## src/hdl/brsc_pkg.sv

```systemverilog
// brsc_pkg: shared field widths, codes and controller/datapath interface structs
// for the banker's request safety check. Depends on nothing.
`timescale 1ns / 1ps

package brsc_pkg;

  // input and output field widths
  localparam int FUNC_W      = 2;
  localparam int PROC_W      = 4;
  localparam int RES_W       = 3;
  localparam int VAL_W       = 8;
  localparam int VERDICT_W   = 2;
  localparam int COUNT_W     = 5;
  localparam int IN_TDATA_W  = 32;
  localparam int OUT_TDATA_W = 8;

  // configuration port
  localparam int CFG_INDEX_W = 1;
  localparam int CFG_DATA_W  = 5;
  localparam int CFG_NP_W    = 5;
  localparam int CFG_NR_W    = 4;
  localparam logic [CFG_INDEX_W-1:0] CFG_NUM_PROC = 1'b0;
  localparam logic [CFG_INDEX_W-1:0] CFG_NUM_RES  = 1'b1;
  localparam logic [CFG_NP_W-1:0]    CFG_NP_RESET = 5'd16;
  localparam logic [CFG_NR_W-1:0]    CFG_NR_RESET = 4'd8;

  // function codes
  localparam logic [FUNC_W-1:0] FUNC_LOAD_ENTRY = 2'd0;
  localparam logic [FUNC_W-1:0] FUNC_LOAD_AVAIL = 2'd1;
  localparam logic [FUNC_W-1:0] FUNC_REQUEST    = 2'd2;

  // verdict codes
  localparam logic [VERDICT_W-1:0] VERDICT_GRANTED = 2'd0;
  localparam logic [VERDICT_W-1:0] VERDICT_EXCEEDS = 2'd1;
  localparam logic [VERDICT_W-1:0] VERDICT_UNSAFE  = 2'd2;

  // what a table read is used for once its data returns
  localparam logic [1:0] MODE_CHECK  = 2'd0;
  localparam logic [1:0] MODE_SCAN   = 2'd1;
  localparam logic [1:0] MODE_COMMIT = 2'd2;

  typedef struct packed {
    logic                 accept;
    logic                 fit_init;
    logic                 issue;
    logic [1:0]           mode;
    logic                 row_is_req;
    logic                 i_clr;
    logic                 i_inc;
    logic                 scan_init;
    logic                 pass_start;
    logic                 proc_done;
    logic                 avail_commit;
    logic                 out_load;
    logic [VERDICT_W-1:0] verdict;
  } ctrl_cmd_t;

  typedef struct packed {
    logic last_req;
    logic proc_bad;
    logic j_last;
    logic i_last;
    logic fit;
    logic found;
    logic all_done;
    logic finished_i;
    logic out_free;
  } ctrl_status_t;

endpackage

```

## src/hdl/bankers_request_safety_check.sv

```systemverilog
// bankers_request_safety_check: top level, joins brsc_ctrl and brsc_datapath (brsc_pkg).
// Loads and non-last request elements are taken while idle. A last element with an
// out-of-range process goes straight to an exceeds result; else the request is checked,
// then scanned in passes over the unfinished processes (finished ones are skipped),
// then committed if granted. Input waits until the result is registered.
// Reset (sync, active high) clears control, request and work state; tables need loading.
`timescale 1ns / 1ps

module bankers_request_safety_check #(
  parameter int MAX_PROCESSES = 16,
  parameter int MAX_RESOURCES = 8,
  parameter int UNIT_WIDTH    = 8
) (
  input  logic                                 clk,
  input  logic                                 rst,
  input  logic                                 cfg_we,
  input  logic [brsc_pkg::CFG_INDEX_W-1:0]     cfg_index,
  input  logic [brsc_pkg::CFG_DATA_W-1:0]      cfg_data,
  input  logic                                 s_axis_tvalid,
  output logic                                 s_axis_tready,
  // process[3:0], resource[6:4], alloc_value[14:7], max_value[22:15],
  // amount[30:23], zero[31]
  input  logic [brsc_pkg::IN_TDATA_W-1:0]      s_axis_tdata,
  // func[1:0]
  input  logic [brsc_pkg::FUNC_W-1:0]          s_axis_tuser,
  input  logic                                 s_axis_tlast,
  output logic                                 m_axis_tvalid,
  input  logic                                 m_axis_tready,
  // verdict[1:0], finished_count[6:2], zero[7]
  output logic [brsc_pkg::OUT_TDATA_W-1:0]     m_axis_tdata
);
  import brsc_pkg::*;

  ctrl_cmd_t              cmd;
  ctrl_status_t           st;
  logic [VERDICT_W-1:0]   verdict;
  logic [COUNT_W-1:0]     finished_count;

  brsc_ctrl u_ctrl (
    .clk      (clk),
    .rst      (rst),
    .in_valid (s_axis_tvalid),
    .in_ready (s_axis_tready),
    .st       (st),
    .cmd      (cmd)
  );

  brsc_datapath #(
    .MAX_PROCESSES (MAX_PROCESSES),
    .MAX_RESOURCES (MAX_RESOURCES),
    .UNIT_WIDTH    (UNIT_WIDTH)
  ) u_datapath (
    .clk            (clk),
    .rst            (rst),
    .cmd            (cmd),
    .st             (st),
    .cfg_we         (cfg_we),
    .cfg_index      (cfg_index),
    .cfg_data       (cfg_data),
    .func           (s_axis_tuser),
    .process        (s_axis_tdata[3:0]),
    .resource       (s_axis_tdata[6:4]),
    .alloc_value    (s_axis_tdata[14:7]),
    .max_value      (s_axis_tdata[22:15]),
    .amount         (s_axis_tdata[30:23]),
    .last           (s_axis_tlast),
    .out_ready      (m_axis_tready),
    .out_valid      (m_axis_tvalid),
    .verdict        (verdict),
    .finished_count (finished_count)
  );

  assign m_axis_tdata = {1'b0, finished_count, verdict};

endmodule

```

## src/hdl/brsc_ctrl.sv

```systemverilog
// brsc_ctrl: sequencer for load, request check, safety scan and commit.
// Depends on brsc_pkg; drives brsc_datapath through command/status structs.
`timescale 1ns / 1ps

module brsc_ctrl (
  input  logic                    clk,
  input  logic                    rst,
  input  logic                    in_valid,
  output logic                    in_ready,
  input  brsc_pkg::ctrl_status_t  st,
  output brsc_pkg::ctrl_cmd_t     cmd
);
  import brsc_pkg::*;

  localparam logic [3:0] S_IDLE         = 4'd0;
  localparam logic [3:0] S_CHECK        = 4'd1;
  localparam logic [3:0] S_CHECK_DRAIN  = 4'd2;
  localparam logic [3:0] S_CHECK_END    = 4'd3;
  localparam logic [3:0] S_SCAN_SEL     = 4'd4;
  localparam logic [3:0] S_SCAN_RD      = 4'd5;
  localparam logic [3:0] S_SCAN_DRAIN   = 4'd6;
  localparam logic [3:0] S_SCAN_END     = 4'd7;
  localparam logic [3:0] S_PASS_END     = 4'd8;
  localparam logic [3:0] S_COMMIT       = 4'd9;
  localparam logic [3:0] S_COMMIT_DRAIN = 4'd10;
  localparam logic [3:0] S_OUT          = 4'd11;

  logic [3:0]           state, state_next;
  logic [VERDICT_W-1:0] verdict, verdict_next;

  always_ff @(posedge clk) begin
    if (rst) begin
      state   <= S_IDLE;
      verdict <= VERDICT_GRANTED;
    end else begin
      state   <= state_next;
      verdict <= verdict_next;
    end
  end

  always_comb begin
    cmd          = '0;
    state_next   = state;
    verdict_next = verdict;
    in_ready     = (state == S_IDLE);
    cmd.accept   = in_valid && (state == S_IDLE);
    cmd.verdict  = verdict;
    case (state)
      S_IDLE: begin
        if (cmd.accept && st.last_req) begin
          if (st.proc_bad) begin
            verdict_next = VERDICT_EXCEEDS;
            state_next   = S_OUT;
          end else begin
            cmd.fit_init = 1'b1;
            state_next   = S_CHECK;
          end
        end
      end
      S_CHECK: begin
        cmd.issue      = 1'b1;
        cmd.mode       = MODE_CHECK;
        cmd.row_is_req = 1'b1;
        if (st.j_last) begin
          state_next = S_CHECK_DRAIN;
        end
      end
      S_CHECK_DRAIN: begin
        state_next = S_CHECK_END;
      end
      S_CHECK_END: begin
        if (!st.fit) begin
          verdict_next = VERDICT_EXCEEDS;
          state_next   = S_OUT;
        end else begin
          cmd.scan_init  = 1'b1;
          cmd.pass_start = 1'b1;
          cmd.i_clr      = 1'b1;
          state_next     = S_SCAN_SEL;
        end
      end
      S_SCAN_SEL: begin
        // skip processes already finished in an earlier pass
        if (st.finished_i) begin
          if (st.i_last) begin
            state_next = S_PASS_END;
          end else begin
            cmd.i_inc = 1'b1;
          end
        end else begin
          cmd.fit_init = 1'b1;
          state_next   = S_SCAN_RD;
        end
      end
      S_SCAN_RD: begin
        cmd.issue = 1'b1;
        cmd.mode  = MODE_SCAN;
        if (st.j_last) begin
          state_next = S_SCAN_DRAIN;
        end
      end
      S_SCAN_DRAIN: begin
        state_next = S_SCAN_END;
      end
      S_SCAN_END: begin
        cmd.proc_done = 1'b1;
        if (st.i_last) begin
          state_next = S_PASS_END;
        end else begin
          cmd.i_inc  = 1'b1;
          state_next = S_SCAN_SEL;
        end
      end
      S_PASS_END: begin
        if (st.all_done) begin
          verdict_next = VERDICT_GRANTED;
          state_next   = S_COMMIT;
        end else if (!st.found) begin
          verdict_next = VERDICT_UNSAFE;
          state_next   = S_OUT;
        end else begin
          cmd.pass_start = 1'b1;
          cmd.i_clr      = 1'b1;
          state_next     = S_SCAN_SEL;
        end
      end
      S_COMMIT: begin
        cmd.issue      = 1'b1;
        cmd.mode       = MODE_COMMIT;
        cmd.row_is_req = 1'b1;
        if (st.j_last) begin
          state_next = S_COMMIT_DRAIN;
        end
      end
      S_COMMIT_DRAIN: begin
        cmd.avail_commit = 1'b1;
        state_next       = S_OUT;
      end
      S_OUT: begin
        if (st.out_free) begin
          cmd.out_load = 1'b1;
          state_next   = S_IDLE;
        end
      end
      default: begin
        state_next = S_IDLE;
      end
    endcase
  end

endmodule

```

## src/hdl/brsc_datapath.sv

```systemverilog
// brsc_datapath: allocation/need tables, available, request and work vectors,
// finish flags, config registers and the result register. Depends on brsc_pkg.
`timescale 1ns / 1ps

module brsc_datapath #(
  parameter int MAX_PROCESSES = 16,
  parameter int MAX_RESOURCES = 8,
  parameter int UNIT_WIDTH    = 8
) (
  input  logic                                clk,
  input  logic                                rst,
  input  brsc_pkg::ctrl_cmd_t                 cmd,
  output brsc_pkg::ctrl_status_t              st,
  input  logic                                cfg_we,
  input  logic [brsc_pkg::CFG_INDEX_W-1:0]    cfg_index,
  input  logic [brsc_pkg::CFG_DATA_W-1:0]     cfg_data,
  input  logic [brsc_pkg::FUNC_W-1:0]         func,
  input  logic [brsc_pkg::PROC_W-1:0]         process,
  input  logic [brsc_pkg::RES_W-1:0]          resource,
  input  logic [brsc_pkg::VAL_W-1:0]          alloc_value,
  input  logic [brsc_pkg::VAL_W-1:0]          max_value,
  input  logic [brsc_pkg::VAL_W-1:0]          amount,
  input  logic                                last,
  input  logic                                out_ready,
  output logic                                out_valid,
  output logic [brsc_pkg::VERDICT_W-1:0]      verdict,
  output logic [brsc_pkg::COUNT_W-1:0]        finished_count
);
  import brsc_pkg::*;

  localparam int PW    = $clog2(MAX_PROCESSES);
  localparam int RW    = (MAX_RESOURCES > 1) ? $clog2(MAX_RESOURCES) : 1;
  localparam int NW    = $clog2(MAX_PROCESSES + 1);
  localparam int MW    = $clog2(MAX_RESOURCES + 1);
  localparam int AW    = PW + RW;
  localparam int DEPTH = 2 ** AW;
  localparam int UW    = UNIT_WIDTH;
  localparam int WW    = UNIT_WIDTH + 4;

  // configuration
  logic [CFG_NP_W-1:0] cfg_np;
  logic [CFG_NR_W-1:0] cfg_nr;
  logic [NW-1:0]       n;
  logic [MW-1:0]       m;

  // tables and vectors
  logic [UW-1:0] alloc_mem [DEPTH];
  logic [UW-1:0] need_mem  [DEPTH];
  logic [UW-1:0] alloc_q, need_q;
  logic [UW-1:0] avail   [MAX_RESOURCES];
  logic [UW-1:0] req_buf [MAX_RESOURCES];
  logic [WW-1:0] work    [MAX_RESOURCES];
  logic [WW-1:0] sum_buf [MAX_RESOURCES];
  logic [MAX_PROCESSES-1:0] finish;

  // sequencing
  logic [PW-1:0] p_reg, i, row;
  logic [RW-1:0] j, rd_j;
  logic [AW-1:0] rd_addr;
  logic          rd_v, rd_is_p;
  logic [1:0]    rd_mode;
  logic          fit, found;
  logic [NW-1:0] count;

  // input decode
  logic          proc_ok, res_ok, is_load, is_avail, is_req;
  logic [UW-1:0] alloc_u, max_u, amount_u, need_load;
  logic [RW-1:0] res_idx;

  // read-data stage
  logic [UW-1:0] req_r, need_eff, alloc_eff;
  logic [WW-1:0] work_r, sum_sat;
  logic [WW:0]   sum_w;
  logic          fail;

  // table write port
  logic          wr_en;
  logic [AW-1:0] wr_addr;
  logic [UW-1:0] wr_alloc, wr_need;

  always_comb begin
    if (cfg_np == '0) begin
      n = NW'(1);
    end else if (32'(cfg_np) > MAX_PROCESSES) begin
      n = NW'(MAX_PROCESSES);
    end else begin
      n = NW'(cfg_np);
    end
    if (cfg_nr == '0) begin
      m = MW'(1);
    end else if (32'(cfg_nr) > MAX_RESOURCES) begin
      m = MW'(MAX_RESOURCES);
    end else begin
      m = MW'(cfg_nr);
    end
  end

  assign proc_ok   = 32'(process) < MAX_PROCESSES;
  assign res_ok    = 32'(resource) < MAX_RESOURCES;
  assign res_idx   = RW'(resource);
  assign alloc_u   = UW'(alloc_value);
  assign max_u     = UW'(max_value);
  assign amount_u  = UW'(amount);
  assign need_load = (max_u > alloc_u) ? max_u - alloc_u : '0;
  assign is_load   = cmd.accept && (func == FUNC_LOAD_ENTRY);
  assign is_avail  = cmd.accept && (func == FUNC_LOAD_AVAIL);
  assign is_req    = cmd.accept && (func == FUNC_REQUEST);

  assign row     = cmd.row_is_req ? p_reg : i;
  assign rd_addr = {row, j};

  // the requesting process is seen with its tentative allocation applied
  assign req_r     = req_buf[rd_j];
  assign work_r    = work[rd_j];
  assign need_eff  = rd_is_p ? need_q - req_r : need_q;
  assign alloc_eff = rd_is_p ? alloc_q + req_r : alloc_q;
  assign sum_w     = {1'b0, work_r} + (WW + 1)'(alloc_eff);
  assign sum_sat   = sum_w[WW] ? '1 : sum_w[WW-1:0];

  always_comb begin
    if (rd_mode == MODE_CHECK) begin
      fail = (req_r > need_q) || (req_r > avail[rd_j]);
    end else begin
      fail = WW'(need_eff) > work_r;
    end
  end

  always_comb begin
    wr_en    = 1'b0;
    wr_addr  = {PW'(process), res_idx};
    wr_alloc = alloc_u;
    wr_need  = need_load;
    if (is_load && proc_ok && res_ok) begin
      wr_en = 1'b1;
    end else if (rd_v && (rd_mode == MODE_COMMIT)) begin
      wr_en    = 1'b1;
      wr_addr  = {p_reg, rd_j};
      wr_alloc = alloc_q + req_r;
      wr_need  = need_q - req_r;
    end
  end

  always_ff @(posedge clk) begin
    if (wr_en) begin
      alloc_mem[wr_addr] <= wr_alloc;
      need_mem[wr_addr]  <= wr_need;
    end
    if (cmd.issue) begin
      alloc_q <= alloc_mem[rd_addr];
      need_q  <= need_mem[rd_addr];
    end
  end

  // payload registers
  always_ff @(posedge clk) begin
    rd_mode <= cmd.mode;
    rd_j    <= j;
    rd_is_p <= cmd.row_is_req || (i == p_reg);
    if (is_req && last) begin
      p_reg <= PW'(process);
    end
    if (rd_v && (rd_mode == MODE_SCAN)) begin
      sum_buf[rd_j] <= sum_sat;
    end
    if (is_avail && res_ok) begin
      avail[res_idx] <= amount_u;
    end
    if (cmd.avail_commit) begin
      for (int k = 0; k < MAX_RESOURCES; k++) begin
        if (k < int'(m)) begin
          avail[k] <= avail[k] - req_buf[k];
        end
      end
    end
    if (cmd.out_load) begin
      verdict        <= cmd.verdict;
      finished_count <= (cmd.verdict == VERDICT_EXCEEDS) ? '0 : COUNT_W'(count);
    end
  end

  always_ff @(posedge clk) begin
    if (rst) begin
      cfg_np    <= CFG_NP_RESET;
      cfg_nr    <= CFG_NR_RESET;
      req_buf   <= '{default: '0};
      work      <= '{default: '0};
      finish    <= '0;
      fit       <= 1'b0;
      found     <= 1'b0;
      count     <= '0;
      i         <= '0;
      j         <= '0;
      rd_v      <= 1'b0;
      out_valid <= 1'b0;
    end else begin
      if (cfg_we) begin
        case (cfg_index)
          CFG_NUM_PROC: cfg_np <= cfg_data[CFG_NP_W-1:0];
          CFG_NUM_RES:  cfg_nr <= cfg_data[CFG_NR_W-1:0];
          default: begin
          end
        endcase
      end

      if (cmd.out_load) begin
        req_buf <= '{default: '0};
      end else if (is_req && res_ok) begin
        req_buf[res_idx] <= amount_u;
      end

      rd_v <= cmd.issue;
      if (cmd.issue) begin
        j <= st.j_last ? '0 : j + RW'(1);
      end
      if (cmd.i_clr) begin
        i <= '0;
      end else if (cmd.i_inc) begin
        i <= i + PW'(1);
      end

      if (cmd.fit_init) begin
        fit <= 1'b1;
      end else if (rd_v && (rd_mode != MODE_COMMIT) && fail) begin
        fit <= 1'b0;
      end

      if (cmd.pass_start) begin
        found <= 1'b0;
      end

      if (cmd.scan_init) begin
        for (int k = 0; k < MAX_RESOURCES; k++) begin
          work[k] <= WW'(avail[k] - req_buf[k]);
        end
        finish <= '0;
        count  <= '0;
      end else if (cmd.proc_done && fit) begin
        for (int k = 0; k < MAX_RESOURCES; k++) begin
          if (k < int'(m)) begin
            work[k] <= sum_buf[k];
          end
        end
        finish[i] <= 1'b1;
        count     <= count + NW'(1);
        found     <= 1'b1;
      end

      if (cmd.out_load) begin
        out_valid <= 1'b1;
      end else if (out_ready) begin
        out_valid <= 1'b0;
      end
    end
  end

  always_comb begin
    st.last_req   = (func == FUNC_REQUEST) && last;
    st.proc_bad   = 32'(process) >= 32'(n);
    st.j_last     = MW'(j) == (m - MW'(1));
    st.i_last     = NW'(i) == (n - NW'(1));
    st.fit        = fit;
    st.found      = found;
    st.all_done   = (count == n);
    st.finished_i = finish[i];
    st.out_free   = !out_valid || out_ready;
  end

endmodule

```

## config.mk

```make
export PLATFORM = sky130hd
export DESIGN_NAME = bankers_request_safety_check
export DESIGN_NICKNAME = d
export VERILOG_FILES = /design/src/hdl/brsc_pkg.sv /design/src/hdl/bankers_request_safety_check.sv /design/src/hdl/brsc_ctrl.sv /design/src/hdl/brsc_datapath.sv
export SDC_FILE = /design/constraint.sdc
export NUM_CORES = 2
export LEC_CHECK = 0
export BUFFER_PORTS_ARGS = -buffer_cell sky130_fd_sc_hd__buf_2
export CORE_MARGIN = 8
export CORE_UTILIZATION = 50
export DETAILED_ROUTE_END_ITERATION = 8
export MAX_ROUTING_LAYER = met4
export PLACE_DENSITY = 0.72
export RECOVER_POWER = 25
export SYNTH_ARGS = -nofsm -noshare
export SYNTH_HDL_FRONTEND = slang
export SYNTH_HIERARCHICAL = 1
export SYNTH_SLANG_ARGS = --single-unit
```

## constraint.sdc

```tcl
create_clock -name clk -period 18.9 [get_ports clk]
set_clock_uncertainty 0.2 [all_clocks]
set_input_delay 0.945 -clock clk [delete_from_list [all_inputs] [get_ports clk]]
set_output_delay 0.945 -clock clk [all_outputs]
set_load 0.01 [all_outputs]
```

==> out/results.ini <==
[yosys]
synth-edff-count = 2235
synth_xor_area_frac = 0.006908
seq_area_frac_synth = 0.7126
ys_async_sr_fraction = 0
synth_top_family_by_area = multiplexers
synth_ff_type = edfxtp_1
synth_nets = 5970
muxShareOfSynthArea = 0.1316
ys_warn_count = 6
yosys_register_bits = 2448
netlist_instances = 5785
synthAdderAreaFrac = 0.01826
synth_compound_area_frac = 0.05309
yosys.area_share.simple = 0.05823
syn_area_per_cell_um2 = 17.31
yosysUniqueCellTypes = 94
syn_area_um2 = 100200

[hold_path]
min_path_type = in2reg

[status]
outcome = finished, violations left
violations = max-capacitance violations, max-slew violations

[power]
leakagePower_uw = 0.03556
peakVddDrop_v = 0.0001194
p_per_area_nw_per_um2 = 113.0

[cts]
cts_hold_buf = 0
cts_buffers = 234
clk_pin_slew_worst_paths_ns = 0.06
cts.sinks = 2448
clock_path_buffers = 3
htreeDepth = 4
cts_root_buf = clkbuf_16
cts_tree = yes
clk_latency_ns = 0.92
postCtsSetupBuffers = 0
cts_resized = 0

[detailed_routing]
drc = 0
first_pass_iters = 6
ant_nets = 0
vias = 55278
wl_per_cell_um = 28.72
avgViaCountPerCell = 6.239
drt_iter0_drc = 7024
drt-total-wl_mm = 254.4

[cells_and_area]
largest_registers = u_datapath/alloc_mem x1024, u_datapath/need_mem x1024
n_fill_cell = 14972
drive_gt1_frac = 0.1910
syn_to_final_growth_pct = 11.67
num-nets-final = 6180

[die]
placementRows = 164
fp.dieH_um = 463.6
start_util = 0.5022
dieArea_um2 = 214900
die_width_um = 463.6
core_area_um2 = 199500
pin_count = 56

[global_route]
globalRouteTotalUtil = 0.2375
overflow = 0
antenna_found_initial = 11
grt_pass1_wl_mm = 371.1
grt_pass1_vias = 54731
grt_max_degree = 130

[flow_run]
maxCapViolations = 25

[critical_path]
reg2reg_depth = 7
crit_path_end = u_datapath/alloc_mem[119][1]
cp-start-kind = flip-flop
r2r-end = u_datapath/alloc_mem[119][1]
path_max_fanout = 88
regToRegSetupSlack_ns = 8.68
worst-setup-path-type = reg2reg
cp.required_ns = 19.18
crit_path_end_kind = flip-flop
r2r_start = u_ctrl/state[3]
worstPathArrival_ns = 10.50
cp-startpoint = u_ctrl/state[3]

[place]
port_buffers = 53
place_congestion = 0.9603
dp_hpwl_mm = 157.9

[sta]
fin_crit_ns = 10.22
tightest_slew_ns = 5.103
drv_slew = 906
relSlewSlack = -2.438
finalSetupViolCount = 0
fmax_ghz = 0.09786
hold_slack_ns = 0.1608
finalHoldViolCount = 0
fin_crit_sh = 0.5407
tns_ns = 0
rsz0062_at_grt = false

-- power breakdown --
group          leakage, uW  total, uW  switching, uW  internal, uW
Combinational      0.00985       1880           1100           775
Sequential          0.0220       6140           71.1          6070
Clock              0.00369       4620           2040          2590
Total               0.0356      12600           3210          9430
-- how the worst min path moves through the flow --
| stage | slack, ns | endpoint | start | cells past startpoint |
|---|---|---|---|---|
| after floorplan | 0.15 | u_datapath/rd_j[2] | u_datapath/j[2] | 0 |
| after global placement | 0.24 | u_datapath/finish[6] | u_datapath/finish[6] | 2 |
| after detailed placement | 0.26 | u_datapath/finish[6] | u_datapath/finish[6] | 2 |
| after CTS | 0.08 | u_datapath/p_reg[0] | s_axis_tdata[0] | 1 |
| after global routing | 0.14 | u_datapath/cfg_np[1] | cfg_data[1] | 3 |
| final | 0.16 | u_datapath/cfg_np[1] | cfg_data[1] | 3 |
-- stage by stage --
stage | utilization | std cells | power [uW] | cell area (um2) | setup slack [ns]
2_1_floorplan | - | 5785 | 7572 | 100200 | 9.562
3_3_place_gp | 0.5244 | 8415 | 8104 | 104600 | 12.30
6_report | 0.5608 | 8860 | 12640 | 111900 | 8.681
4_1_cts | 0.5627 | 8854 | 12720 | 112200 | 12.26
5_1_grt | 0.5608 | 8857 | 13030 | 111800 | 8.166
3_5_place_dp | 0.5244 | 8415 | 8137 | 104600 | 12.31
-- layout by cell type (no fill, tap or decap), drive strengths merged, types with 131 or more instances in the layout --
cell	n
edfxtp	2235
buf	222
o21ai	158
clkbuf	359
dfxtp	213
inv	156
o22ai	192
a21oi	131
nor2	502
nand2	178
mux4	521
-- final cells by class --
class / count / area (um2) / area share
sequential: 2448 / 71380 / 0.6382
clock inverter: 143 / 1460 / 0.01305
multi-input combinational: 2876 / 27060 / 0.2420
tap: 2656 / 3323 / 0.02971
timing repair buffer: 285 / 1856 / 0.01659
clock buffer: 296 / 6190 / 0.05534
inverter: 150 / 563.0 / 0.005034
antenna: 6 / 15.01 / 0.0001342
-- synthesized netlist by cell type, types with 6 or more instances --
master    number  share of area
a211oi_1     109         0.0082
a21boi_0      10        0.00075
a21o_1         6        0.00045
a21oi_1      130         0.0065
a22oi_1       93         0.0070
a31oi_1       13        0.00081
and2_1        28         0.0017
and3_1        17         0.0011
and4_1        22         0.0019
buf_1         15        0.00056
buf_2         67         0.0033
buf_4         12        0.00090
buf_6          9         0.0010
clkbuf_1     208         0.0078
dfxtp_1      213          0.043
edfxtp_1    2235           0.67
fa_1          12         0.0024
ha_1         127          0.016
inv_1        148         0.0055
mux2_2        60         0.0067
mux2i_1       77         0.0077
mux4_2       521           0.12
nand2_1      176         0.0066
nand2b_1      96         0.0060
nand3_1       22         0.0011
nand3b_1       7        0.00052
nand4_1       89         0.0056
nor2_1       501          0.019
nor2b_1       59         0.0037
nor3_1        42         0.0021
nor3b_1       12        0.00090
nor4_1        20         0.0012
o211ai_1      10        0.00075
o21a_1        10        0.00075
o21ai_0      150         0.0075
o21ai_1        7        0.00035
o21bai_1       9        0.00067
o22ai_1      192          0.012
o31ai_1       16         0.0012
or2_2          7        0.00044
or2b_1        35         0.0026
or3_1         17         0.0011
xnor2_1       50         0.0044
xor2_1        29         0.0025
-- cells by family (layout without fill, tap and decap cells) --
family,count (synthesis),after routing
flip-flops,2448,2448
AND/OR/NAND/NOR,1179,1179
AO/OA/AOI/OAI,820,820
multiplexers,658,658
buffers and inverters,461,874
adder cells (fa/ha/maj),139,139
XOR/XNOR,79,79
other,1,7
-- layer usage --
layer,global-route usage,share of wire,up-vias
li1,-,-,23512
met1,0.3112,0.38,28399
met2,0.3716,0.48,2824
met3,0.04421,0.095,543
met4,0.09439,0.047,0
met5,-,0,-
-- worst max-delay path, cell delays in order, from the launching register on --
cell and delay, ns:
dfxtp_1 0.53, nor4_1 1.71, and2_0 0.40, or3b_1 0.57, nor2b_1 0.21, clkbuf_1 0.76, o21ai_0 4.06, buf_4 1.17
No activity file was read; power rests on OpenSTA's default activity.
